$ cat config.mk
export PLATFORM = sky130hd
export DESIGN_NAME = lvq_ctrl
export DESIGN_NICKNAME = d
export VERILOG_FILES = /design/src/hdl/lvq_pkg.sv /design/src/hdl/lvq_ctrl.sv
export SDC_FILE = /design/constraint.sdc
export NUM_CORES = 1
export LEC_CHECK = 0
export ABC_AREA = 1
export BUFFER_PORTS_ARGS = -buffer_cell sky130_fd_sc_hd__buf_4
export CAP_MARGIN = 30
export CORE_ASPECT_RATIO = 1.5
export CORE_MARGIN = 2
export CORE_UTILIZATION = 45
export DETAILED_ROUTE_END_ITERATION = 8
export GPL_ROUTABILITY_DRIVEN = 0
export PLACE_DENSITY = 0.7
export SLEW_MARGIN = 15
export SYNTH_ARGS = -nofsm -noshare
export SYNTH_HDL_FRONTEND = slang
export SYNTH_SLANG_ARGS = --single-unit
$ cat constraint.sdc
create_clock -name clk_i -period 2 [get_ports clk_i]
set_input_delay 0.1 -clock clk_i [delete_from_list [all_inputs] [get_ports clk_i]]
set_output_delay 0.1 -clock clk_i [all_outputs]
set_load 0.03 [all_outputs]
$ cat src/hdl/lvq_pkg.sv
`default_nettype none
package lvq_pkg;

  localparam int MAX_PROTOTYPES_DEF = 16;
  localparam int MAX_FEATURES_DEF   = 16;
  localparam int MAX_CLASSES_DEF    = 4;

  localparam int CLS_W = 3;

  localparam logic [4:0]  FEATURES_RST = 5'd16;
  localparam logic [2:0]  CLASSES_RST  = 3'd2;
  localparam logic [3:0]  PPC_RST      = 4'd4;
  localparam logic [31:0] RATE_RST     = 32'd42949673;
  localparam logic [31:0] DECAY_RST    = 32'd4294963001;
  localparam logic [15:0] WINDOW_RST   = 16'd60398;
  localparam logic [14:0] RATE_0P4     = 15'd26214;

  localparam logic KIND_CLASS  = 1'b0;
  localparam logic KIND_WEIGHT = 1'b1;

  typedef enum logic [1:0] {
    OP_CLASSIFY = 2'd0,
    OP_TRAIN    = 2'd1,
    OP_WRITE    = 2'd2,
    OP_READ     = 2'd3
  } op_e;

  typedef enum logic [2:0] {
    CFG_FEATURES  = 3'd0,
    CFG_CLASSES   = 3'd1,
    CFG_PPC       = 3'd2,
    CFG_INIT_RATE = 3'd3,
    CFG_DECAY     = 3'd4,
    CFG_WINDOW    = 3'd5
  } cfg_e;

  typedef enum logic [2:0] {
    UPD_NONE     = 3'd0,
    UPD_ATTR_REP = 3'd1,
    UPD_REP_ATTR = 3'd2,
    UPD_BOTH     = 3'd3,
    UPD_CLASS    = 3'd4
  } upd_e;

  typedef enum logic [3:0] {
    ST_IDLE,
    ST_RDOUT,
    ST_WALK,
    ST_WDRAIN,
    ST_WIN,
    ST_DECIDE,
    ST_UPD,
    ST_UDRAIN,
    ST_DECAY,
    ST_RESULT
  } state_e;

  typedef struct packed {
    logic elem_write;
    logic wr_weight;
    logic rd_weight;
    logic walk_issue;
    logic walk_first;
    logic walk_last;
    logic win;
    logic decide;
    logic upd_issue;
    logic upd_pass;
    logic decay;
    logic load_class;
    logic load_read;
  } cmd_t;

  typedef struct packed {
    logic train;
    logic upd_any;
    logic upd_two;
    logic out_free;
  } sts_t;

endpackage
`default_nettype wire

$ cat src/hdl/lvq_ctrl.sv
`default_nettype none
module lvq_ctrl #(
  parameter int MAX_P = lvq_pkg::MAX_PROTOTYPES_DEF,
  parameter int MAX_F = lvq_pkg::MAX_FEATURES_DEF,
  parameter int PW    = (MAX_P > 1) ? $clog2(MAX_P) : 1,
  parameter int FW    = (MAX_F > 1) ? $clog2(MAX_F) : 1,
  parameter int PCW   = $clog2(MAX_P + 1),
  parameter int FCW   = $clog2(MAX_F + 1)
) (
  input  wire                       clk_i,
  input  wire                       rst_ni,
  input  wire                       in_valid_i,
  output logic                      in_ready_o,
  input  lvq_pkg::op_e              in_op_i,
  input  wire                       in_last_i,
  input  lvq_pkg::sts_t             sts_i,
  input  wire  [FCW-1:0]            nf_i,
  input  wire  [PCW-1:0]            h_i,
  input  wire  [3:0]                ppc_i,
  output lvq_pkg::cmd_t             cmd_o,
  output logic [PW-1:0]             proto_o,
  output logic [FW-1:0]             feat_o,
  output logic [lvq_pkg::CLS_W-1:0] cls_o
);
  import lvq_pkg::*;

  state_e st_q, st_d;
  logic [PW-1:0]    i_q, i_d;
  logic [FCW-1:0]   j_q, j_d;
  logic [3:0]       k_q, k_d;
  logic [CLS_W-1:0] c_q, c_d;
  logic [1:0]       dr_q, dr_d;
  logic             pass_q, pass_d;
  logic             j_end, i_end;

  assign j_end   = (j_q + 1'b1) == nf_i;
  assign i_end   = (PCW'(i_q) + 1'b1) == h_i;
  assign proto_o = i_q;
  assign feat_o  = j_q[FW-1:0];
  assign cls_o   = c_q;

  always_ff @(posedge clk_i or negedge rst_ni) begin
    if (!rst_ni) begin
      st_q   <= ST_IDLE;
      i_q    <= '0;
      j_q    <= '0;
      k_q    <= '0;
      c_q    <= '0;
      dr_q   <= '0;
      pass_q <= 1'b0;
    end else begin
      st_q   <= st_d;
      i_q    <= i_d;
      j_q    <= j_d;
      k_q    <= k_d;
      c_q    <= c_d;
      dr_q   <= dr_d;
      pass_q <= pass_d;
    end
  end

  always_comb begin
    st_d       = st_q;
    i_d        = i_q;
    j_d        = j_q;
    k_d        = k_q;
    c_d        = c_q;
    dr_d       = dr_q;
    pass_d     = pass_q;
    cmd_o      = '0;
    in_ready_o = 1'b0;
    unique case (st_q)
      ST_IDLE: begin
        in_ready_o = 1'b1;
        if (in_valid_i) begin
          unique case (in_op_i) inside
            OP_WRITE: cmd_o.wr_weight = 1'b1;
            OP_READ: begin
              cmd_o.rd_weight = 1'b1;
              st_d = ST_RDOUT;
            end
            OP_CLASSIFY, OP_TRAIN: begin
              cmd_o.elem_write = 1'b1;
              if (in_last_i) begin
                st_d = ST_WALK;
                i_d  = '0;
                j_d  = '0;
                k_d  = '0;
                c_d  = '0;
              end
            end
          endcase
        end
      end
      ST_RDOUT: begin
        if (sts_i.out_free) begin
          cmd_o.load_read = 1'b1;
          st_d = ST_IDLE;
        end
      end
      ST_WALK: begin
        cmd_o.walk_issue = 1'b1;
        cmd_o.walk_first = (j_q == '0);
        cmd_o.walk_last  = j_end;
        if (j_end) begin
          j_d = '0;
          i_d = i_q + 1'b1;
          if ((k_q + 1'b1) == ppc_i) begin
            k_d = '0;
            c_d = c_q + 1'b1;
          end else begin
            k_d = k_q + 1'b1;
          end
          if (i_end) begin
            st_d = ST_WDRAIN;
            dr_d = '0;
          end
        end else begin
          j_d = j_q + 1'b1;
        end
      end
      ST_WDRAIN: begin
        dr_d = dr_q + 1'b1;
        if (dr_q == 2'd2) st_d = ST_WIN;
      end
      ST_WIN: begin
        cmd_o.win = 1'b1;
        st_d = ST_DECIDE;
      end
      ST_DECIDE: begin
        cmd_o.decide = 1'b1;
        j_d    = '0;
        pass_d = 1'b0;
        if (!sts_i.train) st_d = ST_RESULT;
        else if (sts_i.upd_any) st_d = ST_UPD;
        else st_d = ST_DECAY;
      end
      ST_UPD: begin
        cmd_o.upd_issue = 1'b1;
        cmd_o.upd_pass  = pass_q;
        if (j_end) begin
          j_d = '0;
          if (!pass_q && sts_i.upd_two) begin
            pass_d = 1'b1;
          end else begin
            st_d = ST_UDRAIN;
            dr_d = '0;
          end
        end else begin
          j_d = j_q + 1'b1;
        end
      end
      ST_UDRAIN: begin
        dr_d = dr_q + 1'b1;
        if (dr_q == 2'd1) st_d = ST_DECAY;
      end
      ST_DECAY: begin
        cmd_o.decay = 1'b1;
        st_d = ST_RESULT;
      end
      ST_RESULT: begin
        if (sts_i.out_free) begin
          cmd_o.load_class = 1'b1;
          st_d = ST_IDLE;
        end
      end
      default: st_d = ST_IDLE;
    endcase
  end

endmodule
`default_nettype wire

==> Word level (Yosys, flattened, before mapping) <==
Cells that the tools add are included.
{ "word_totals": {"register_bits": 23, "latch_bits": 0, "mem_bits_rw": 0, "mem_bits_ro": 0, "inputBits": 24, "output_inout_bits": 25, "elab_cells": 117, "mem_count": 0} }
{ "op_classes": {"n_addsub": 6, "mul": 0, "n_div": 0, "n_lt_le_gt_ge": 0, "n_eq_ne": 31, "shift": 0, "mux": 54, "bitwise_logic": 0, "n_reduce_logical": 19} }
{ "op_table": {"columns": ["op", "count"], "rows": [
  ["$mux 4", 17],
  ["$pmux 4 s9", 1],
  ["$mux 3", 8],
  ["$pmux 4 s2", 3],
  ["$mux 5", 4],
  ["$ne 2x2->1 const B", 10],
  ["$eq 4x3->1 const B", 4],
  ["$pmux 5 s3", 1],
  ["$mux 1", 12],
  ["$eq 5x5->1", 2],
  ["$mux 2", 5],
  ["$reduce_and 10->1", 1],
  ["$reduce_and 5->1", 2],
  ["$add 4x1->4 const B", 2],
  ["$eq 4x2->1 const B", 2],
  ["$eq 4x4->1 const B", 2],
  ["$reduce_or 2->1", 4],
  ["$eq 2x2->1 const B", 3],
  ["$pmux 2 s3", 1],
  ["$pmux 3 s2", 1],
  ["$reduce_and 6->1", 1],
  ["$reduce_bool 3->1", 2],
  ["$add 4x1->5 const B", 1],
  ["$add 5x1->5 const B", 1],
  ["17 further kinds", 20]
]} }

==> Longest topological paths before layout <==
{ "logic_depth": {"ltp_word": 5, "depth_mapped": 13, "depth_no_buf": 13} }

==> Least setup slack after synthesis <==
Ideal clock, no wire load.
{ "synth_timing": {"path_kind": "reg2out", "startpoint": "reg st_q[2]", "endpoint": "out cmd_o[8] in the netlist's numbering", "arrival_time_ps": 1840, "required_time_ps": 1900, "slack_ps": 60, "stages_incl_launch_ff": 7, "n_path_buf": 1, "cell_sequence": "dfrtp_1 > buf_2 > nor2_2 > nand2_1 > nor2_4 > inv_1 > nor3_1"} }
{ "synth_lines": {"columns": ["element", "line", "rtl"], "rows": [
  ["from (decl)", "lvq_ctrl.sv:27", "state_e st_q, st_d;"],
  ["from (signal assigned)", "lvq_ctrl.sv:52", "st_q <= st_d;"],
  ["to (decl)", "lvq_ctrl.sv:20", "output lvq_pkg::cmd_t cmd_o,"]
]} }

==> flow_summary.rst <==
.. list-table::
   :header-rows: 1

   * - Metric
     - Value
   * - Critical Path RT
     - 1.90 ns
   * - Number of DRC markers in iteration 0
     - 61
   * - Combined buffer and inverter count along the critical path
     - 4
   * - Power density normalized to cell area
     - 1304 nW/um^2
   * - WL final
     - 4458 um
   * - Endpoint of the worst setup timing path
     - cmd_o[7]
   * - Min cycle time layout
     - 1.929 ns
   * - Number of vias per cell
     - 5.180
   * - Dominant combinational cell family by area after synthesis
     - simple AND/OR/NAND/NOR gates
   * - Syn Area/Cell
     - 6.803 um^2
   * - Max clock buf depth
     - 2
   * - Top FF cell, synth
     - sky130_fd_sc_hd__dfrtp_1
   * - Portion of netlist area occupied by mux cells
     - 0%
   * - Count of mapped cells out of synthesis
     - 270
   * - Number of flops mapped to enable cells by yosys
     - 0
   * - Share of final-layout standard cells stronger than drive strength 1
     - 28.66%
   * - Maximum fanout count along the critical path
     - 4
   * - Number of nets produced by synthesis
     - 301
   * - Fill cell count
     - 369
   * - Standard cell core area
     - 3924 um^2
   * - Cell Chain, Critical Path
     - buf_4 -> buf_4 -> nand3_1 -> nand2_1 -> nand3_1 -> nand3_4 -> nor2_4 -> inv_4 -> nor2_4 -> buf_6
   * - Root buffer selected by CTS
     - sky130_fd_sc_hd__clkbuf_8
   * - Critical register-to-register path endpoint
     - cls_o[0]
   * - Synth top area share
     - 31.34%
   * - Setup repair after global routing missed its margin
     - yes
   * - Run status
     - finished, final reports clean
   * - Die Height
     - 82.25 um
   * - Vias
     - 1932
   * - Post-detailed-route DRC marker count
     - 0
   * - Cell with the most instances after synthesis
     - sky130_fd_sc_hd__nand2_1
   * - Number of placed I/O pins
     - 49
   * - Measured slew at the worst slew-check pin
     - 0.3663 ns
   * - Remaining global-route overflow
     - 0
   * - Source-to-sink clock delay at the later pin of the worst-skew pair
     - 0.26 ns
   * - Crit start category
     - flip-flop
   * - Final sum of negative setup slack
     - 0 ns
   * - Sink count of the clock tree
     - 23
   * - Netlist Area Pre-Place
     - 1837 um^2
   * - Register clock-pin slew on the reported worst setup and hold paths
     - 0.08 ns
   * - TritonCTS clock tree
     - built
   * - Count of state elements after synthesis
     - 23
   * - Final setup viols
     - 0
   * - Half-perimeter wire length of the detailed placement result
     - 3507 um
   * - Total global-route track usage
     - 19.41%
   * - Full die area
     - 4619 um^2
   * - Critical path's largest stage delay
     - 0.42 ns
   * - Synthesized-area fraction occupied by ao, oa, aoi and oai cells
     - 8.038%
   * - Initial antenna violation count
     - 0
   * - Clk_skew
     - 0.001029 ns
   * - Biggest area contributors in the synthesized netlist
     - sky130_fd_sc_hd__dfrtp_1, sky130_fd_sc_hd__nand2_1, sky130_fd_sc_hd__inv_1, sky130_fd_sc_hd__nand3_1, sky130_fd_sc_hd__ha_1
   * - Maximum clock rate
     - 0.5185 GHz
   * - Total number of nets in the final design
     - 360
   * - Vias in the first global route
     - 1743
   * - Starting density of the core
     - 46.81%
   * - Critical Path Slowest Stage Cell
     - sky130_fd_sc_hd__dfrtp_1
   * - Leading post-synthesis cells by instance count
     - sky130_fd_sc_hd__nand2_1, sky130_fd_sc_hd__inv_1, sky130_fd_sc_hd__dfrtp_1
   * - Iteration count of the initial detailed-routing pass
     - 4
   * - Max transition margin
     - 75.45%
   * - Fraction of the mapped netlist area in simple logic gates
     - 41.35%
   * - Area growth from synthesis to final layout
     - 31.68%
   * - Wire per inst
     - 11.95 um
   * - Kind of cell adding the most delay to the critical path
     - simple AND/OR/NAND/NOR gates
   * - Startpoint of the worst-slack reg-to-reg timing path
     - j_q[0]
   * - Worst endpoint data arrival time
     - 1.83 ns
   * - Number of unique standard cell types used by synthesis
     - 32
   * - Final worst-path cycle share
     - 96.43%
   * - Peak supply drop
     - 0.8336 mV
   * - Count of buffers from port buffering
     - 48
   * - Hold Path Class
     - input pin to flip-flop
   * - Core Rows
     - 28
   * - Count of antenna diodes in the layout
     - 0
   * - Launch point of the critical path
     - j_q[0]
   * - First-pass GRT wire length
     - 7238 um
   * - Area leader, netlist
     - sky130_fd_sc_hd__dfrtp_1
   * - Number of H-tree levels
     - 1
   * - Area share of xor/xnor cells in the synthesized design
     - 2.384%
   * - Max Cap Viol
     - 0
   * - Async set or reset register ratio after synthesis
     - 100.0%
   * - Total of warnings raised by yosys
     - 0
   * - Setup crit end kind
     - primary output
   * - Leakage power of the design
     - 1.277 nW
   * - Die width
     - 56.17 um
   * - R2r worst-path depth
     - 12
   * - End-of-flow core utilization
     - 61.64%
   * - Slack of the worst reg-to-reg path
     - 0.13 ns
   * - Pin count of the biggest net entering global routing
     - 24
   * - Total stage count of the critical path
     - 10
   * - Hold violation total from the final report
     - 0
   * - Critical path class
     - flip-flop to primary output
   * - Total power
     - 0.003153 W
   * - Antenna Violating Nets Remaining
     - 0
   * - Slew Viols, Final
     - 0
   * - TritonCTS Buffers
     - 3
   * - Sequential-to-total area share from yosys stat
     - 31.34%
   * - Area share of fa/ha/maj cells after synthesis
     - 4.768%
[per-stage QoR]
| stage | instances | setup slack (ns) | hold WS (ns) | cell area, um^2 |
|---|---|---|---|---|
| 6_report | 373 | 0.07141 | 0.1959 | 2419 |
| 5_1_grt | 373 | -0.05442 | 0.1988 | 2419 |
| 4_1_cts | 370 | 0.009474 | 0.1987 | 2332 |
| 3_5_place_dp | 360 | 0.06629 | 0.01121 | 2230 |
| 3_3_place_gp | 360 | 0.08481 | 0.01374 | 2230 |
| 2_1_floorplan | 270 | 0.06012 | -0.1956 | 1837 |
[power by group]
part	total [W]	switching [W]	internal, W
sequential	0.000746	0.000155	0.000591
combinational	0.00212	0.00134	0.000783
clock	0.000288	0.000149	0.000139
total	0.00315	0.00164	0.00151
[how the worst min path moves through the flow]
stage | end | slack (ns) | depth (start not counted) | start
final | pass_q | 0.20 | 3 | sts_i[1]
after global routing | pass_q | 0.20 | 3 | sts_i[1]
after CTS | pass_q | 0.20 | 3 | sts_i[1]
after detailed placement | j_q[0] | 0.01 | 1 | rst_ni
after global placement | j_q[0] | 0.01 | 1 | rst_ni
after floorplan | cls_o[0] | -0.20 | 0 | rst_ni
[state kept, by name, indices dropped and copies added (netlist names)]
signal / flops
dr_q: 2
j_q: 5
k_q: 4
cls_o: 3
pass_q: 1
proto_o: 4
st_q: 4
[layer usage]
| metal | wire [um] | vias to the layer above | global-route usage, % |
|---|---|---|---|
| met3 | 157 | 13 | 1.558 |
| met5 | 0 | - | 0 |
| li1 | - | 991 | - |
| met1 | 1807 | 883 | 21.89 |
| met2 | 2382 | 45 | 37.76 |
| met4 | 111 | 0 | 7.381 |
[cells by family (layout without fill, tap and decap cells)]
kind of cell               Yosys count  after routing
AOI/OAI and AO/OA                   23             23
xor gates and xnor gates             5              5
adders and majority gates            7              7
buffers and inverters               52            110
DFF                                 23             23
and+or+nand+nor                    160            160
[repair_timing]
action / 4_1_cts / 5_1_grt
pin swaps: 2 / 7
cloned: 0 / 0
buffers inserted: 5 / 3
hold endpoints to repair: 23 / 0
hold buffers: 1 / 0
gates resized for setup: 2 / 13
endpoints found under the setup margin: 1 / 20
[cells in the final DEF (no fill, tap or decap), types with 4 or more instances in the layout]
cell type,synthesis,layout
sky130_fd_sc_hd__nand3_1,20,18
sky130_fd_sc_hd__nor2_2,6,7
sky130_fd_sc_hd__nor2_1,18,16
sky130_fd_sc_hd__nand3b_1,4,4
sky130_fd_sc_hd__inv_2,4,4
sky130_fd_sc_hd__o21ai_1,6,6
sky130_fd_sc_hd__o22ai_1,5,5
sky130_fd_sc_hd__nand3_2,5,5
sky130_fd_sc_hd__nor3_1,5,5
sky130_fd_sc_hd__dfrtp_1,23,23
sky130_fd_sc_hd__nand4_1,13,13
sky130_fd_sc_hd__ha_1,7,5
sky130_fd_sc_hd__buf_4,5,58
sky130_fd_sc_hd__inv_1,41,40
sky130_fd_sc_hd__nand2_1,81,81
[cell type report]
cell class	count	area (um^2)	area share (%)
Multi-Input combinational cell	195	1101	45.53
Sequential cell	23	575.6	23.80
Clock buffer	3	41.29	1.707
Tap cell	45	56.30	2.328
Timing Repair Buffer	61	467.9	19.35
Clock inverter	1	5.005	0.2069
Inverter	45	171.4	7.087
[worst register-to-register path: cells and delay by family, from the launching register on]
kind            cells  cell delay (ns)
compound gates      1             0.16
buf+inv             5             0.61
flops               1             0.42
simple gates        6             0.58
(Power assumes the default switching activity.)
